<file path="config.mk">
export PLATFORM = sky130hd
export DESIGN_NAME = mse_front
export DESIGN_NICKNAME = d
export VERILOG_FILES = /design/src/hw/rtl/mse_pkg.sv /design/src/hw/rtl/mse_front.sv
export SDC_FILE = /design/constraint.sdc
export NUM_CORES = 1
export LEC_CHECK = 0
export BUFFER_PORTS_ARGS = -buffer_cell sky130_fd_sc_hd__buf_2
export CORE_MARGIN = 1
export CORE_UTILIZATION = 35
export CTS_CLUSTER_SIZE = 30
export DETAILED_ROUTE_END_ITERATION = 8
export GPL_TIMING_DRIVEN = 0
export PLACE_DENSITY_LB_ADDON = 0.05
export SKIP_LAST_GASP = 1
export SLEW_MARGIN = 20
export SYNTH_ARGS = -nofsm -noshare
export SYNTH_HDL_FRONTEND = slang
export SYNTH_SLANG_ARGS = --single-unit
</file>
<file path="constraint.sdc">
create_clock -name clk -period 3 [get_ports clk]
set_clock_uncertainty 0.15 [all_clocks]
set_input_delay 0.45 -clock clk [delete_from_list [all_inputs] [get_ports clk]]
set_output_delay 0.45 -clock clk [all_outputs]
set_load 0.02 [all_outputs]
</file>
<file path="src/hw/rtl/mse_pkg.sv">
// Shared types and codes for the MIPS subset execute block.
package mse_pkg;

	localparam logic [2:0] OP_ADD = 3'd0;
	localparam logic [2:0] OP_SW  = 3'd1;
	localparam logic [2:0] OP_LW  = 3'd2;
	localparam logic [2:0] OP_LUI = 3'd3;
	localparam logic [2:0] OP_ORI = 3'd4;
	localparam logic [2:0] OP_NOP = 3'd5;

	localparam int MEM_ADDR_W = 10;

	typedef enum logic [2:0] {
		CLS_NOP,
		CLS_ADD,
		CLS_STORE,
		CLS_LOAD,
		CLS_LUI,
		CLS_ORI
	} mse_cls_t;

	typedef struct packed {
		logic [2:0]  operation;
		logic [4:0]  src_reg;
		logic [4:0]  tgt_reg;
		logic [4:0]  dst_reg;
		logic [15:0] immediate;
	} mse_instr_t;

	typedef struct packed {
		logic                  reg_write_valid;
		logic [4:0]            reg_write_index;
		logic [31:0]           reg_write_value;
		logic                  mem_write_valid;
		logic [MEM_ADDR_W-1:0] mem_word_address;
		logic [31:0]           mem_write_value;
		logic [31:0]           next_count;
	} mse_result_t;

	typedef struct packed {
		mse_cls_t    cls;
		logic [4:0]  rs;
		logic [4:0]  rt;
		logic        wr;
		logic [4:0]  wr_idx;
		logic [15:0] imm;
	} mse_uop_t;

	typedef struct packed {
		logic pop;
		logic busy;
	} mse_ctl_t;

endpackage

</file>
<file path="src/hw/rtl/mse_front.sv">
// Front end: accepts instruction beats, classifies them and queues them for execution.
module mse_front import mse_pkg::*; (
	input  logic       clk,
	input  logic       arst_n,
	input  logic       instr_valid,
	output logic       instr_stall,
	input  mse_instr_t instr,
	output logic       head_valid,
	output mse_uop_t   head,
	input  mse_ctl_t   ctl
);

	localparam int QDEPTH = 2;
	localparam int QPW    = $clog2(QDEPTH);

	mse_uop_t       q_mem [QDEPTH];
	logic [QPW-1:0] wr_ptr_q;
	logic [QPW-1:0] rd_ptr_q;
	logic [QPW:0]   cnt_q;
	logic           push;
	logic           pop;
	mse_uop_t       dec;

	always_comb begin
		dec.rs     = instr.src_reg;
		dec.rt     = instr.tgt_reg;
		dec.imm    = instr.immediate;
		dec.wr_idx = instr.tgt_reg;
		case (instr.operation)
			OP_ADD: begin
				dec.cls    = CLS_ADD;
				dec.wr_idx = instr.dst_reg;
			end
			OP_SW:  dec.cls = CLS_STORE;
			OP_LW:  dec.cls = CLS_LOAD;
			OP_LUI: dec.cls = CLS_LUI;
			OP_ORI: dec.cls = CLS_ORI;
			OP_NOP: dec.cls = CLS_NOP;
			default: dec.cls = CLS_NOP;
		endcase
		dec.wr = (dec.cls == CLS_ADD || dec.cls == CLS_LOAD || dec.cls == CLS_LUI ||
			dec.cls == CLS_ORI) && (dec.wr_idx != 5'd0);
	end

	assign instr_stall = (cnt_q == (QPW+1)'(QDEPTH)) || ctl.busy;
	assign push        = instr_valid && !instr_stall;
	assign head_valid  = (cnt_q != '0);
	assign head        = q_mem[rd_ptr_q];
	assign pop         = ctl.pop && head_valid;

	always_ff @(posedge clk) begin
		if (push) begin
			q_mem[wr_ptr_q] <= dec;
		end
	end

	always_ff @(posedge clk or negedge arst_n) begin
		if (!arst_n) begin
			wr_ptr_q <= '0;
			rd_ptr_q <= '0;
			cnt_q    <= '0;
		end else begin
			if (push) begin
				wr_ptr_q <= wr_ptr_q + 1'b1;
			end
			if (pop) begin
				rd_ptr_q <= rd_ptr_q + 1'b1;
			end
			if (push && !pop) begin
				cnt_q <= cnt_q + 1'b1;
			end else if (pop && !push) begin
				cnt_q <= cnt_q - 1'b1;
			end
		end
	end

endmodule

</file>
==> out/metrics.cfg, run 1 <==
[run_status]
status = completed

[clock_tree]
clockRootBuffer = clkbuf_8
clock-sinks = 74
clk_pin_slew_ps = 80
cts_buffer_depth = 2
post_cts_resized = 0
insertion_delay_ps = 330
htreeDepth = 3
numCtsBuffers = 9
cts_tree = done

[global_routing]
overflow = 0
grt_usage_pct = 12.6
grt_max_degree = 26
first_global_vias = 1592
antenna_found_initial = 0
grt_pass1_wl_microns = 7940

[synth]
synth_top_area_cell = edfxtp_1
yosysTopAreaCellShare_pct = 72.5
synth.most_common_cell = edfxtp_1
ys_seq_elements = 74
syn_nets = 192
synth.area.top_cells = edfxtp_1, mux2_2, dfrtp_1, xnor2_1, buf_6
yosysSeqAreaShare_pct = 76.0
synthCells = 152
yosysWarnings = 0
ys.flop_type = edfxtp_1
synthesis.area_sq_mm = 0.00290
async_flop_share_pct = 5.41
synth_area_per_cell_sq_um = 19.1
synth_edf_count = 70
ys_types = 23
synthTopCellsByCount = edfxtp_1, mux2_2, nor2_1, xnor2_1

[critical_path]
cp.buffers_inverters = 3
required_ps = 2400
arrival_ps = 1600
path_class = register to output pin
crit_top_cell = buf_2
path_delay_family = buffers and inverters
startpoint_type = register
rrSetupSlack_ps = 1160
critPathCaptureType = output pin
slowest_delay_ps = 360
crit_fanout = 10
crit_chain = buf_2, buf_6, mux2_2, buf_2
cp_slowest_cell = mux2_2

[placement]
dp_slack_ps = 1060
gp_congestion = 0.735
port_buffers = 74
dpl.cell_count = 330
dpl.hpwl_microns = 3630

[final_layout]
syn_to_final_growth_pct = 26.4
diodes = 0
instances_no_fill = 347
fillers = 713
final_nets = 280
layout-drive-gt1-share_pct = 56.3

[sta]
whs_ps = 152
worst_slack_ps = 805
tightest_slew_ps = 430
slew_headroom_pct = 71.2
finalHoldViolCount = 0
period_minus_slack_ps = 2200
rsz0062_at_grt = no
fmax_mhz = 456
slew_viol_final = 0
fin_crit_sh_pct = 73.2
setup_viol_count_final = 0

[power_and_ir_drop]
peakVddDrop_mv = 0.428
powerDensity_mw_per_mm2 = 867
leakagePower_uw = 0.00137
totalPowerFinal_uw = 3180

[route]
routedWlPerCell_microns = 15.0
drc = 0
top_layer_used = met4
dr.pass1.iters = 4
met1_length_microns = 2110
viasPerCell = 4.61
ant_nets = 0
drt-total-wl_microns = 5200
wl_met2_microns = 2690
drtIter0Drc = 39
met3_length_microns = 310
vias = 1600

[die]
start_util_pct = 36.8
io_pins = 76
num_rows = 32
fp.dieH_microns = 93.0
die_area_sq_mm = 0.00865
die_x_microns = 93.0
core_sq_mm = 0.00789

[worst_hold_path]
hold_class = input pin to register

[flow_run]
maxCapViolCount = 0

==> cells by family after synthesis <==
logic type / Yosys count / synth area share, %
flops: 74 / 76.0
mux: 40 / 15.5
simple gates: 16 / 2.85
buf+inv: 9 / 2.03
compound gates: 6 / 1.38
xor+xnor: 6 / 1.81
fa+ha+maj: 1 / 0.432
==> layout by cell type, fill, tap and decap left out, drive strengths merged, types with 2 or more instances in the layout <==
cell / Yosys / layout
nor3: 2 / 2
buf: 4 / 80
nand2: 4 / 4
dfrtp: 4 / 4
bufinv: 0 / 2
nor2: 6 / 6
edfxtp: 70 / 70
xnor2: 5 / 5
mux2: 40 / 40
clkbuf: 1 / 11
inv: 4 / 4
clkinv: 0 / 4
a21oi: 2 / 2
==> registers in the layout, indices dropped and copies added, names as in the netlist <==
register,count
q_mem,70
cnt_q,2
rd_ptr_q,1
wr_ptr_q,1
==> stage by stage <==
stage	area, sq um	util (%)	setup TNS (ps)
finish	3660	46.5	0
global route	3660	46.5	0
CTS	3660	46.5	0
detailed placement	3450	43.7	0
global placement	3400	43.1	-22560
floorplan	2900	-	0
==> area by class of cell <==
| type | instances | area, sq um | area share [%] |
|---|---|---|---|
| Timing Repair Buffer | 77 | 420 | 11.5 |
| Inverter | 4 | 15.0 | 0.410 |
| Clock inverter | 6 | 81.3 | 2.22 |
| Tap cell | 102 | 128 | 3.48 |
| Buffer | 5 | 43.8 | 1.19 |
| Sequential cell | 74 | 2200 | 60.1 |
| Multi-Input combinational cell | 69 | 647 | 17.7 |
| Clock buffer | 10 | 128 | 3.48 |
==> worst reg2reg max path: stages (launching register included) <==
cell	delay [ps]
dfrtp_1	440
o211ai_1	420
inv_1	90
ha_1	220
xor2_1	150
nor2_1	130
xnor2_1	150
==> what timing repair did <==
action | in CTS | in global routing
endpoints found under the hold margin | 4 | 0
setup buffers | 0 | 0
hold buffers | 1 | 0
setup endpoints to repair | 0 | 0
==> per-layer routing <==
layer  up-vias  track usage (%)
met2        50             21.3
met5         -                0
met1       780             14.5
li1        761                -
met4         0             6.54
met3         9             3.74
==> worst paths after layout <==
path | from | endpoint | depth (start not counted)
worst max-delay path | rd_ptr_q$_DFFE_PN0P_ | head[23] | 4
worst min-delay path | instr[1] | q_mem[0][1]$_DFFE_PP_ | 1
worst max register to register | cnt_q[0]$_DFFE_PN0P_ | cnt_q[1]$_DFFE_PN0P_ | 6
worst min register to register | wr_ptr_q$_DFFE_PN0P_ | wr_ptr_q$_DFFE_PN0P_ | 1
max in group asynchronous | arst_n | rd_ptr_q$_DFFE_PN0P_ | 2
min in group asynchronous | arst_n | cnt_q[1]$_DFFE_PN0P_ | 2
==> where the power goes <==
part	switching (uW)	total (uW)	internal (uW)
Sequential	48.2	1340	1290
Combinational	588	1040	451
Clock	334	796	463
Total	970	3180	2210
No activity file was read; power rests on OpenSTA's default activity.
==> run 2, diff against run 1 <==
--- a/config.mk
+++ b/config.mk
@@ -5,6 +5,7 @@
 export SDC_FILE = /design/constraint.sdc
 export NUM_CORES = 1
 export LEC_CHECK = 0
+export ABC_AREA = 1
 export BUFFER_PORTS_ARGS = -buffer_cell sky130_fd_sc_hd__buf_2
 export CORE_MARGIN = 1
 export CORE_UTILIZATION = 35
==> constraint.sdc (replaced) <==
create_clock -name clk -period 1.8 [get_ports clk]
set_clock_uncertainty 0.15 [all_clocks]
set_input_delay 0.27 -clock clk [delete_from_list [all_inputs] [get_ports clk]]
set_output_delay 0.27 -clock clk [all_outputs]
set_load 0.02 [all_outputs]
==> run 2 against run 1 <==
Worst setup slack got worse by 750 ps. Power rose by 110%. Sequential power rose by 67%. Flip-flop and latch count did not move. Synthesized cell count rose by 61%. Critical path type unchanged. Highest routed layer unchanged.
==> out/metrics.cfg, run 2 <==
[route]
vias = 2053  ; +28%
drt-total-wl_microns = 6000  ; +15%
drc = 0  ; unchanged
ant_nets = 0  ; unchanged
viasPerCell = 4.31  ; -6.5%
drtIter0Drc = 35  ; -10%
dr.pass1.iters = 5  ; +1
routedWlPerCell_microns = 12.6  ; -16%

[synth]
ys.flop_type = edfxtp_1
yosysSeqAreaShare_pct = 75.4  ; -0.52 points
synthesis.area_sq_mm = 0.00292  ; +0.69%
async_flop_share_pct = 5.41  ; unchanged
synth.area.top_cells = edfxtp_1, nand2_1, dfrtp_1, inv_1, xor2_1
synth_top_area_cell = edfxtp_1
synthCells = 245  ; +61%
ys_types = 19  ; -17%
synthTopCellsByCount = nand2_1, edfxtp_1, inv_1, buf_2, nor2_1
synth.most_common_cell = nand2_1
syn_nets = 285  ; +48%
yosysTopAreaCellShare_pct = 72.0  ; -0.50 points
synth_edf_count = 70  ; unchanged
ys_seq_elements = 74  ; unchanged
synth_area_per_cell_sq_um = 11.9  ; -38%
yosysWarnings = 0  ; unchanged

[clock_tree]
clockRootBuffer = clkbuf_8
clock-sinks = 74  ; unchanged
insertion_delay_ps = 330  ; about the same
clk_pin_slew_ps = 70  ; about the same
cts_tree = done
htreeDepth = 3  ; unchanged
numCtsBuffers = 9  ; unchanged
cts_buffer_depth = 2  ; unchanged

[final_layout]
final_nets = 409  ; +46%
syn_to_final_growth_pct = 54.6
design_area_sq_mm = 0.00451  ; +23%
layout-drive-gt1-share_pct = 42.8  ; -14 points
diodes = 0  ; unchanged
final_common_cell = nand2_1
layout_common_cells = nand2_1, edfxtp_1, buf_2, nand2_2, buf_6
top_register = q_mem
instances_no_fill = 476  ; +37%
top_regs = q_mem x70, cnt_q x2
largest_register_ffs = 70  ; unchanged

[placement]
dpl.hpwl_microns = 3660  ; +0.89%
port_buffers = 75  ; +1.4%
dpl.cell_count = 424  ; +28%
gp_congestion = 0.662  ; -9.9%
placed_area_sq_mm = 0.00348  ; +1.1%

[critical_path]
critPathCaptureType = output pin
cp.buffers_inverters = 4  ; +1
r2r.worst_path.cells = 8  ; +2
arrival_ps = 1330  ; -270 ps
crit_chain = buf_6, clkinv_8, clkbuf_16, nand2_2, nand2_2, buf_6
path_class = register to output pin
slowest_delay_ps = 340  ; -20 ps
path_delay_family = buffers and inverters
crit_fanout = 8  ; -2
required_ps = 1380  ; -1020 ps
timing.rr.start = cnt_q[0]$_DFFE_PN0P_
r2r-end = cnt_q[1]$_DFFE_PN0P_
startpoint_type = register
cp_slowest_cell = dfrtp_1
rrSetupSlack_ps = 110  ; -1050 ps

[global_routing]
overflow = 0  ; unchanged
antenna_found_initial = 0  ; unchanged
grt_usage_pct = 14.4  ; +1.8 points
grt_max_degree = 24  ; -7.7%
grt_pass1_wl_microns = 9050  ; +14%
first_global_vias = 1957  ; +23%

[sta]
setup_viol_count_final = 0  ; unchanged
period_minus_slack_ps = 1750
slew_viol_final = 0  ; unchanged
rsz0062_at_grt = yes
whs_ps = 83.0  ; -68.7 ps
finalHoldViolCount = 0  ; unchanged
slew_headroom_pct = 85.5  ; +14 points
fin_crit_sh_pct = 97.1
fmax_mhz = 572
finalSetupTns_ps = 0  ; unchanged
tightest_slew_ps = 217  ; -213 ps

[run_status]
status = completed

[worst_hold_path]
min-delay-start = ctl[1]
holdPathEnd = rd_ptr_q$_DFFE_PN0P_
hold_depth = 3  ; +2
hold_class = input pin to register

[die]
core_sq_mm = 0.00789  ; unchanged
start_util_pct = 37.0  ; +0.25 points
io_pins = 76  ; unchanged
die_area_sq_mm = 0.00871  ; +0.68%
num_rows = 32  ; unchanged
die_x_microns = 93.3  ; +0.34%
fp.dieH_microns = 93.3  ; +0.34%

[power_and_ir_drop]
leakagePower_uw = 0.00195  ; +42%
powerDensity_mw_per_mm2 = 1490  ; +72%
peakVddDrop_mv = 0.632  ; +48%

[flow_run]
maxCapViolCount = 0  ; unchanged

==> run 2: changes by cell type in the layout (fill, tap and decap cells not counted), sizes merged, moves of 4 or more <==
cell / previous run / this run
dlygate4sd3: 1 / 27
mux2: 40 / 0
nand2: 4 / 122
inv: 4 / 18
buf: 80 / 91
xnor2: 5 / 1
==> run 2: kinds of logic (layout without fill, tap and decap cells) <==
group | count (synthesis) | in the layout | share of synthesized area (%)
adders and majority gates | 1 | 1 | 0.429
and+or+nand+nor | 133 | 133 | 17.9
AOI/OAI and AO/OA | 7 | 7 | 1.46
xor gates and xnor gates | 4 | 4 | 1.20
buffers and inverters | 26 | 155 | 3.56
DFF | 74 | 74 | 75.4
==> run 2: worst max-delay path by stage <==
stage | slack (ps) | cells after the start | from | endpoint
2_1_floorplan | -340 | 4 | cnt_q[0]$_DFFE_PN0P_ | q_mem[0][0]$_DFFE_PP_
3_3_place_gp | -1040 | 4 | cnt_q[0]$_DFFE_PN0P_ | q_mem[0][9]$_DFFE_PP_
3_5_place_dp | -210 | 5 | cnt_q[0]$_DFFE_PN0P_ | q_mem[1][9]$_DFFE_PP_
4_1_cts | -20 | 6 | rd_ptr_q$_DFFE_PN0P_ | head[21]
5_1_grt | -30 | 6 | rd_ptr_q$_DFFE_PN0P_ | head[26]
6_report | 50 | 6 | rd_ptr_q$_DFFE_PN0P_ | head[26]
==> run 2: layer usage <==
metal	global-route usage, %	vias to the layer above	routed length (microns)
li1	-	1055	-
met1	16.4	938	2510
met2	25.4	52	3110
met3	2.93	8	284
met4	7.31	0	92
met5	0	-	0
==> run 2: layout make-up <==
| class | instances | area (sq um) |
|---|---|---|
| Clock inverter | 6 | 81.3 |
| Tap cell | 102 | 128 |
| Inverter | 19 | 83.8 |
| Clock buffer | 10 | 128 |
| Fill cell | 681 | 3370 |
| Sequential cell | 74 | 2200 |
| Timing Repair Buffer | 113 | 1040 |
| Multi-Input combinational cell | 145 | 773 |
| Buffer | 7 | 78.8 |
==> run 2: worst min-delay path, stage by stage <==
cell,delay [ps]
buf_2,90
nand2_1,100
xor2_1,70
==> run 2: metrics by stage <==
step	power, uW	worst slack [ps]	util, %
finish	6720	52.8	57.2
global route	7090	-25.0	57.2
CTS	6030	-22.1	52.4
detailed placement	4270	-208	44.2
global placement	4210	-1040	43.4
floorplan	3530	-339	-
==> run 2: power breakdown <==
part / leakage, uW / switching, uW / internal, uW / total, uW
sequential: 0.000687 / 79.7 / 2160 / 2240
clock: 0.000104 / 581 / 772 / 1350
combinational: 0.00116 / 1670 / 1460 / 3130
total: 0.00195 / 2330 / 4390 / 6720
==> run 2: repair_timing <==
action	in CTS	in global routing
endpoints found under the hold margin	56	0
gates cloned	1	2
buffers inserted	6	1
hold buffers	27	0
endpoints found under the setup margin	91	30
pin swaps	3	18
gates resized for setup	28	107
